`config.mk`:
```
export PLATFORM = sky130hd
export DESIGN_NAME = ordered_partner_table_top
export DESIGN_NICKNAME = d
export VERILOG_FILES = /design/src/rtl/opt_pkg.sv /design/src/rtl/ordered_partner_table_top.sv /design/src/rtl/opt_ctrl.sv /design/src/rtl/opt_dp.sv
export SDC_FILE = /design/constraint.sdc
export NUM_CORES = 1
export LEC_CHECK = 0
export BUFFER_PORTS_ARGS = -buffer_cell sky130_fd_sc_hd__clkbuf_2
export CAP_MARGIN = 40
export CORE_MARGIN = 2
export CORE_UTILIZATION = 33
export DETAILED_ROUTE_END_ITERATION = 16
export GPL_TIMING_DRIVEN = 0
export PLACE_DENSITY = 0.48
export SKIP_CTS_REPAIR_TIMING = 1
export SYNTH_ARGS = -nofsm -noshare
export SYNTH_HDL_FRONTEND = slang
export SYNTH_HIERARCHICAL = 1
export SYNTH_SLANG_ARGS = --single-unit
export TNS_END_PERCENT = 10
```
`constraint.sdc`:
```
create_clock -name clk -period 17 [get_ports clk]
set_input_delay 1.7 -clock clk [delete_from_list [all_inputs] [get_ports clk]]
set_output_delay 1.7 -clock clk [all_outputs]
set_load 0.1 [all_outputs]
```
`src/rtl/opt_pkg.sv`:
```
`default_nettype none
package opt_pkg;

  localparam int DEPTH_DEF      = 16;
  localparam int RANK_BITS_DEF  = 16;
  localparam int VERTEX_BITS    = 16;
  localparam int RANK_PORT_BITS = 16;
  localparam int LEVEL_BITS     = 8;
  localparam int STATUS_BITS    = 2;

  typedef enum logic [1:0] {
    OP_ADD           = 2'd0,
    OP_REMOVE_VERTEX = 2'd1,
    OP_REMOVE_LEAST  = 2'd2,
    OP_QUERY         = 2'd3
  } op_t;

  localparam logic [STATUS_BITS-1:0] ST_OK    = 2'd0;
  localparam logic [STATUS_BITS-1:0] ST_FULL  = 2'd1;
  localparam logic [STATUS_BITS-1:0] ST_EMPTY = 2'd2;

  typedef enum logic [2:0] {
    S_IDLE,
    S_SCAN,
    S_DRAIN,
    S_DECIDE,
    S_SHIFT,
    S_SHIFT_DRAIN,
    S_FINISH
  } state_t;

  typedef struct packed {
    logic load;
    logic scan_rd;
    logic shift_init;
    logic shift_rd;
    logic commit;
  } cmd_t;

  typedef struct packed {
    logic empty;
    logic last_rd;
    logic shift_needed;
    logic out_busy;
  } sts_t;

endpackage
`default_nettype wire

```
`src/rtl/ordered_partner_table_top.sv`:
```
// Channel  Signals                                             Transfer
// in       operation, vertex_id, entry_rank, entry_level        in_valid & in_ready
// out      status, entry_count, vertex_found, found_*, worst_*  out_valid & out_ready
//
// Empty table: no scan; the input transaction goes straight to the result.
// Otherwise the table memory is scanned one slot per cycle, then the result is decided.
// Remove-least of a non-last entry then shifts the later entries down to close the gap.
// One operation at a time; the next input transaction is taken while a result waits.
// Synchronous active-high rst empties the table; out stalls hold the finished operation.
`default_nettype none
module ordered_partner_table_top #(
  parameter int DEPTH     = opt_pkg::DEPTH_DEF,
  parameter int RANK_BITS = opt_pkg::RANK_BITS_DEF
) (
  input  wire logic                               clk,
  input  wire logic                               rst,
  input  wire logic                               in_valid,
  output logic                                    in_ready,
  input  wire logic [1:0]                         operation,
  input  wire logic [opt_pkg::VERTEX_BITS-1:0]    vertex_id,
  input  wire logic [opt_pkg::RANK_PORT_BITS-1:0] entry_rank,
  input  wire logic [opt_pkg::LEVEL_BITS-1:0]     entry_level,
  output logic                                    out_valid,
  input  wire logic                               out_ready,
  output logic [opt_pkg::STATUS_BITS-1:0]         status,
  output logic [$clog2(DEPTH+1)-1:0]              entry_count,
  output logic                                    vertex_found,
  output logic [opt_pkg::RANK_PORT_BITS-1:0]      found_rank,
  output logic [opt_pkg::LEVEL_BITS-1:0]          found_level,
  output logic                                    worst_valid,
  output logic [opt_pkg::VERTEX_BITS-1:0]         worst_vertex,
  output logic [opt_pkg::RANK_PORT_BITS-1:0]      worst_rank,
  output logic [opt_pkg::LEVEL_BITS-1:0]          worst_level
);

  opt_pkg::cmd_t cmd;
  opt_pkg::sts_t sts;

  opt_ctrl u_ctrl (
    .clk      (clk),
    .rst      (rst),
    .in_valid (in_valid),
    .in_ready (in_ready),
    .sts      (sts),
    .cmd      (cmd)
  );

  opt_dp #(
    .DEPTH     (DEPTH),
    .RANK_BITS (RANK_BITS)
  ) u_dp (
    .clk          (clk),
    .rst          (rst),
    .cmd          (cmd),
    .sts          (sts),
    .operation    (operation),
    .vertex_id    (vertex_id),
    .entry_rank   (entry_rank),
    .entry_level  (entry_level),
    .out_valid    (out_valid),
    .out_ready    (out_ready),
    .status       (status),
    .entry_count  (entry_count),
    .vertex_found (vertex_found),
    .found_rank   (found_rank),
    .found_level  (found_level),
    .worst_valid  (worst_valid),
    .worst_vertex (worst_vertex),
    .worst_rank   (worst_rank),
    .worst_level  (worst_level)
  );

endmodule
`default_nettype wire

```
`src/rtl/opt_ctrl.sv`:
```
`default_nettype none
module opt_ctrl (
  input  wire logic          clk,
  input  wire logic          rst,
  input  wire logic          in_valid,
  output logic               in_ready,
  input  wire opt_pkg::sts_t sts,
  output opt_pkg::cmd_t      cmd
);

  opt_pkg::state_t state, state_next;

  always_ff @(posedge clk) begin
    if (rst) begin
      state <= opt_pkg::S_IDLE;
    end else begin
      state <= state_next;
    end
  end

  always_comb begin
    state_next = state;
    cmd        = '0;
    in_ready   = 1'b0;
    unique case (state)
      opt_pkg::S_IDLE: begin
        in_ready = 1'b1;
        if (in_valid) begin
          cmd.load   = 1'b1;
          state_next = sts.empty ? opt_pkg::S_FINISH : opt_pkg::S_SCAN;
        end
      end
      opt_pkg::S_SCAN: begin
        cmd.scan_rd = 1'b1;
        if (sts.last_rd) begin
          state_next = opt_pkg::S_DRAIN;
        end
      end
      opt_pkg::S_DRAIN: begin
        state_next = opt_pkg::S_DECIDE;
      end
      opt_pkg::S_DECIDE: begin
        if (sts.shift_needed) begin
          cmd.shift_init = 1'b1;
          state_next     = opt_pkg::S_SHIFT;
        end else begin
          state_next = opt_pkg::S_FINISH;
        end
      end
      opt_pkg::S_SHIFT: begin
        cmd.shift_rd = 1'b1;
        if (sts.last_rd) begin
          state_next = opt_pkg::S_SHIFT_DRAIN;
        end
      end
      opt_pkg::S_SHIFT_DRAIN: begin
        state_next = opt_pkg::S_FINISH;
      end
      opt_pkg::S_FINISH: begin
        if (!sts.out_busy) begin
          cmd.commit = 1'b1;
          state_next = opt_pkg::S_IDLE;
        end
      end
      default: begin
        state_next = opt_pkg::S_IDLE;
      end
    endcase
  end

endmodule
`default_nettype wire

```
`src/rtl/opt_dp.sv`:
```
`default_nettype none
module opt_dp #(
  parameter int DEPTH     = opt_pkg::DEPTH_DEF,
  parameter int RANK_BITS = opt_pkg::RANK_BITS_DEF
) (
  input  wire logic                               clk,
  input  wire logic                               rst,
  input  wire opt_pkg::cmd_t                      cmd,
  output opt_pkg::sts_t                           sts,
  input  wire logic [1:0]                         operation,
  input  wire logic [opt_pkg::VERTEX_BITS-1:0]    vertex_id,
  input  wire logic [opt_pkg::RANK_PORT_BITS-1:0] entry_rank,
  input  wire logic [opt_pkg::LEVEL_BITS-1:0]     entry_level,
  output logic                                    out_valid,
  input  wire logic                               out_ready,
  output logic [opt_pkg::STATUS_BITS-1:0]         status,
  output logic [$clog2(DEPTH+1)-1:0]              entry_count,
  output logic                                    vertex_found,
  output logic [opt_pkg::RANK_PORT_BITS-1:0]      found_rank,
  output logic [opt_pkg::LEVEL_BITS-1:0]          found_level,
  output logic                                    worst_valid,
  output logic [opt_pkg::VERTEX_BITS-1:0]         worst_vertex,
  output logic [opt_pkg::RANK_PORT_BITS-1:0]      worst_rank,
  output logic [opt_pkg::LEVEL_BITS-1:0]          worst_level
);

  localparam int IW = $clog2(DEPTH);
  localparam int CW = $clog2(DEPTH + 1);

  typedef struct packed {
    logic [opt_pkg::VERTEX_BITS-1:0] vertex;
    logic [RANK_BITS-1:0]            rank;
    logic [opt_pkg::LEVEL_BITS-1:0]  level;
  } ent_t;

  ent_t mem [DEPTH];
  ent_t rdata;
  ent_t item;
  ent_t worst;
  ent_t wdata;

  opt_pkg::op_t op;

  logic [IW-1:0] ridx;
  logic [IW-1:0] pidx;
  logic [IW-1:0] worst_idx;
  logic [IW-1:0] waddr;
  logic [CW-1:0] cnt;
  logic [CW-1:0] cnt_next;
  logic [CW-1:0] wptr;

  logic pscan;
  logic pshift;
  logic worst_vld;
  logic found;
  logic [RANK_BITS-1:0]           frank;
  logic [opt_pkg::LEVEL_BITS-1:0] flevel;

  logic hit;
  logic less;
  logic take;
  logic we;
  logic [opt_pkg::STATUS_BITS-1:0] status_next;

  logic [31:0] rank_in_w;
  logic [31:0] frank_w;
  logic [31:0] wrank_w;

  assign rank_in_w = 32'(entry_rank);
  assign frank_w   = 32'(frank);
  assign wrank_w   = 32'(worst.rank);

  assign hit  = (rdata.vertex == item.vertex);
  assign less = (rdata.level < worst.level) ||
                ((rdata.level == worst.level) && (rdata.rank > worst.rank));
  assign take = !worst_vld || less;

  assign sts.empty        = (cnt == '0);
  assign sts.last_rd      = (CW'(ridx) == (cnt - CW'(1)));
  assign sts.shift_needed = (op == opt_pkg::OP_REMOVE_LEAST) &&
                            ((CW'(worst_idx) + CW'(1)) < cnt);
  assign sts.out_busy     = out_valid && !out_ready;

  always_comb begin
    we    = 1'b0;
    waddr = '0;
    wdata = rdata;
    priority if (pscan && (op == opt_pkg::OP_REMOVE_VERTEX) && !hit) begin
      we    = 1'b1;
      waddr = wptr[IW-1:0];
    end else if (pshift) begin
      we    = 1'b1;
      waddr = pidx - IW'(1);
    end else if (cmd.commit && (op == opt_pkg::OP_ADD) && (cnt != CW'(DEPTH))) begin
      we    = 1'b1;
      waddr = cnt[IW-1:0];
      wdata = item;
    end
  end

  always_comb begin
    status_next = opt_pkg::ST_OK;
    cnt_next    = cnt;
    unique case (op)
      opt_pkg::OP_ADD: begin
        if (cnt == CW'(DEPTH)) begin
          status_next = opt_pkg::ST_FULL;
        end else begin
          cnt_next = cnt + CW'(1);
        end
      end
      opt_pkg::OP_REMOVE_VERTEX: begin
        if (cnt == '0) begin
          status_next = opt_pkg::ST_EMPTY;
        end else begin
          cnt_next = wptr;
        end
      end
      opt_pkg::OP_REMOVE_LEAST: begin
        if (cnt == '0) begin
          status_next = opt_pkg::ST_EMPTY;
        end else begin
          cnt_next = cnt - CW'(1);
        end
      end
      opt_pkg::OP_QUERY: begin
        cnt_next = cnt;
      end
    endcase
  end

  always_ff @(posedge clk) begin
    if (cmd.scan_rd || cmd.shift_rd) begin
      rdata <= mem[ridx];
    end
    if (we) begin
      mem[waddr] <= wdata;
    end
  end

  always_ff @(posedge clk) begin
    if (rst) begin
      pscan     <= 1'b0;
      pshift    <= 1'b0;
      out_valid <= 1'b0;
      cnt       <= '0;
    end else begin
      pscan  <= cmd.scan_rd;
      pshift <= cmd.shift_rd;
      if (cmd.commit) begin
        out_valid <= 1'b1;
        cnt       <= cnt_next;
      end else if (out_ready) begin
        out_valid <= 1'b0;
      end
    end
  end

  always_ff @(posedge clk) begin
    if (cmd.load) begin
      op          <= opt_pkg::op_t'(operation);
      item.vertex <= vertex_id;
      item.rank   <= rank_in_w[RANK_BITS-1:0];
      item.level  <= entry_level;
      ridx        <= '0;
      wptr        <= '0;
      worst_vld   <= 1'b0;
      worst       <= '0;
      worst_idx   <= '0;
      found       <= 1'b0;
      frank       <= '0;
      flevel      <= '0;
    end
    if (cmd.shift_init) begin
      ridx <= worst_idx + IW'(1);
    end
    if (cmd.scan_rd || cmd.shift_rd) begin
      pidx <= ridx;
      ridx <= ridx + IW'(1);
    end
    if (pscan) begin
      if (take) begin
        worst_vld <= 1'b1;
        worst     <= rdata;
        worst_idx <= pidx;
      end
      if ((op != opt_pkg::OP_ADD) && hit && !found) begin
        found  <= 1'b1;
        frank  <= rdata.rank;
        flevel <= rdata.level;
      end
      if ((op == opt_pkg::OP_REMOVE_VERTEX) && !hit) begin
        wptr <= wptr + CW'(1);
      end
    end
    if (cmd.commit) begin
      status       <= status_next;
      entry_count  <= cnt_next;
      vertex_found <= found;
      found_rank   <= frank_w[opt_pkg::RANK_PORT_BITS-1:0];
      found_level  <= flevel;
      worst_valid  <= worst_vld;
      worst_vertex <= worst.vertex;
      worst_rank   <= wrank_w[opt_pkg::RANK_PORT_BITS-1:0];
      worst_level  <= worst.level;
    end
  end

endmodule
`default_nettype wire

```
==> qor.yml <==
outcome:
  status: "finished, final reports clean"
final_layout:
  fin_nets: 2472
  syn_to_final_growth_pct: 19.6
  final_cell_area_um2: 41900
  layoutNonFillerInstCount: 3859
  drive_gt1_share_pct: 27.6
  fill_cells: 9545
placement:
  gp_congestion: 0.781
  hpwlAfterDp_mm: 66.7
  placed_cells: 3682
  post_dp_cell_area_um2: 38800
  port_buffers: 120
pwr:
  leakage_nw: 14.6
  power_density_nw_per_um2: 177
  ir_drop_mv: 0.0879
  power_w: 0.00742
floorplan:
  pin_count: 121
  start_util_pct: 33.3
  die_w_um: 330
  core.rowCount: 119
  dieHeight_um: 330
  dieArea_um2: 109000
  coreArea_um2: 105000
worst_setup_path:
  timing.critical_path.arrival_ns: 5.69
  required_ns: 17.34
  crit_path_start: "out_ready"
  reg2reg_depth: 14
  regToRegEndpoint: "u_dp/mem[9][14]"
  cp-end-kind: "flip-flop"
  ff2ff_setup_slack_ns: 11.91
  worst-setup-path-type: "in -> reg"
  cp_max_fo: 10
  cp-endpoint: "u_dp/mem[9][14]"
  start_kind: "input port"
  r2r-start: "u_dp/rdata[39]"
synth:
  synth_area_leaders: "edfxtp_1, mux4_2, dfxtp_1"
  ys_ff_latch: 889
  yosysUniqueCellTypes: 63
  synth_top_area_share_pct: 68.8
  yosys_warnings: 6
  synth_enable_flop_cells: 803
  synth_ff_type: "edfxtp_1"
  netlist_area_um2: 35000
  yosys.area.top_type: "edfxtp_1"
  ys_seq_area_share_pct: 73.7
  netlist_instances: 2006
  syn_nets: 2091
  syn_area_per_cell_um2: 17.5
  synthArstFlopShare_pct: 0
cts:
  clk_pin_slew_ns: 0.06
  ctsRootBufferMaster: "clkbuf_16"
  cts.sinks: 889
  ctsLongestPathBuffers: 3
  cts_tree: "built"
  worstSkewPairLatency_ns: 0.66
  htreeDepth: 3
  numCtsBuffers: 94
sta:
  fin_worst_skew_ns: 0.0347
  worst_pin_slew_ns: 0.893
  rsz0062_at_grt: "false"
  setup_violations: 0
  hold_viol_final: 0
  relSlewSlack_pct: 40.3
  final.period_utilization_pct: 31.5
  slew_violations: 0
  max_freq_mhz: 187
  setup_tns_ns: 0
  period_minus_slack_ns: 5.35
global_route:
  antenna_found_initial: 4
  grt_max_degree: 25
  grt_pass1_vias: 19800
  grt_usage_pct: 16.7
  grt-ovfl-total: 0
  grt_pass1_wl_mm: 132
hold_path:
  hp-start: "u_dp/worst[24]"
  holdCritPathClass: "reg -> reg"
route:
  wl_mm: 90.3
  antenna_left: 0
  wire_per_inst_um: 23.4
  first_iter_violations: 1401
  drc: 0
  routed_via_density: 4.98
  via_count: 19200
  firstDrtPassIters: 5
job:
  max_cap_violations: 0
registers in the layout, indices dropped and copies added, names as in the netlist, 2 cells and up:
name	count
u_ctrl/state	3
u_dp/cnt	5
u_dp/entry_count	5
u_dp/flevel	8
u_dp/found_level	8
u_dp/found_rank	16
u_dp/frank	16
u_dp/item	40
u_dp/mem	640
u_dp/op	2
u_dp/pidx	4
u_dp/rdata	40
u_dp/ridx	4
u_dp/status	2
u_dp/worst	40
u_dp/worst_idx	4
u_dp/worst_level	8
u_dp/worst_rank	16
u_dp/worst_vertex	16
u_dp/wptr	5
cells in the mapped netlist, drive strengths merged (6+ instances only):
library cell	n
a2111oi	8
a21oi	60
a221oi	41
a22oi	43
and3	7
buf	36
clkbuf	66
dfxtp	86
edfxtp	803
ha	39
inv	44
mux2	127
mux2i	135
mux4	80
nand2	106
nand2b	8
nand3	11
nand3b	27
nand4	6
nor2	46
nor2b	28
nor3	11
nor4	6
o21ai	99
xnor2	9
xor2	22
critical path, stage by stage:
cell       delay [ns]
clkbuf_2         0.07
nor2b_1          0.08
nor3_2           0.65
clkbuf_1         0.37
nand3_1          0.26
o31ai_1          0.34
mux2i_1          0.15
buf_4            0.20
a2111oi_2        0.75
buf_4            0.29
buf_2            0.23
buf_2            0.20
buf_4            0.18
buf_2            0.20
power by group:
part / switching (W) / internal, W / leakage [nW]
registers: 0.000187 / 0.00292 / 7.96
clock network: 0.000842 / 0.00123 / 1.51
logic: 0.00146 / 0.000788 / 5.08
total: 0.00248 / 0.00494 / 14.6
through the flow:
step                      setup slack (ns)  hold slack [ns]  util (%)
after floorplan                       2.15            0.401         -
after global placement               -9.32            0.413      35.5
after detailed placement             10.94            0.413      36.8
after CTS                            11.61            0.427      39.8
after global routing                 11.43            0.426      39.8
final                                11.65            0.422      39.8
cells in the final DEF (no fill, tap or decap), drive strengths merged, types with 43 or more instances in the layout:
cell type    n
edfxtp     803
clkbuf     313
buf        201
mux2i      135
mux2       127
nand2      106
o21ai       99
dfxtp       86
mux4        80
a21oi       60
nor2        46
inv         46
a22oi       43
layout make-up:
type | count | area, um2 | area share (%)
Timing Repair Buffer | 285 | 1890 | 4.52
Buffer | 102 | 463 | 1.10
Sequential cell | 889 | 25800 | 61.6
Clock buffer | 127 | 2600 | 6.20
Antenna cell | 1 | 2.50 | 0.00597
Multi-Input combinational cell | 971 | 8680 | 20.7
Inverter | 44 | 165 | 0.394
Tap cell | 1391 | 1740 | 4.15
Clock inverter | 49 | 542 | 1.29
metal layers:
metal	GRT usage, %	vias to the layer above	wire length, um
li1	-	8708	-
met1	22.2	9849	39400
met2	27.7	526	43500
met3	2.70	141	4940
met4	5.52	0	2470
met5	0	-	0
how the worst min path moves through the flow:
stage                                      end  slack, ns  cells past startpoint
after global routing      u_dp/worst_vertex[0]       0.43                      0
after CTS                 u_dp/worst_vertex[0]       0.43                      0
after global placement    u_dp/worst_vertex[5]       0.41                      0
after detailed placement  u_dp/worst_vertex[8]       0.41                      0
final                     u_dp/worst_vertex[0]       0.42                      0
after floorplan           u_dp/worst_vertex[0]       0.40                      0
cell families after synthesis:
group                      share of synthesized area [%]
and+or+nand+nor                                     4.06
AOI/OAI and AO/OA                                   5.05
adders and majority gates                           1.39
buffers and inverters                               1.79
xor gates and xnor gates                           0.775
DFF                                                 73.7
muxes                                               13.2
(Power assumes the default switching activity.)
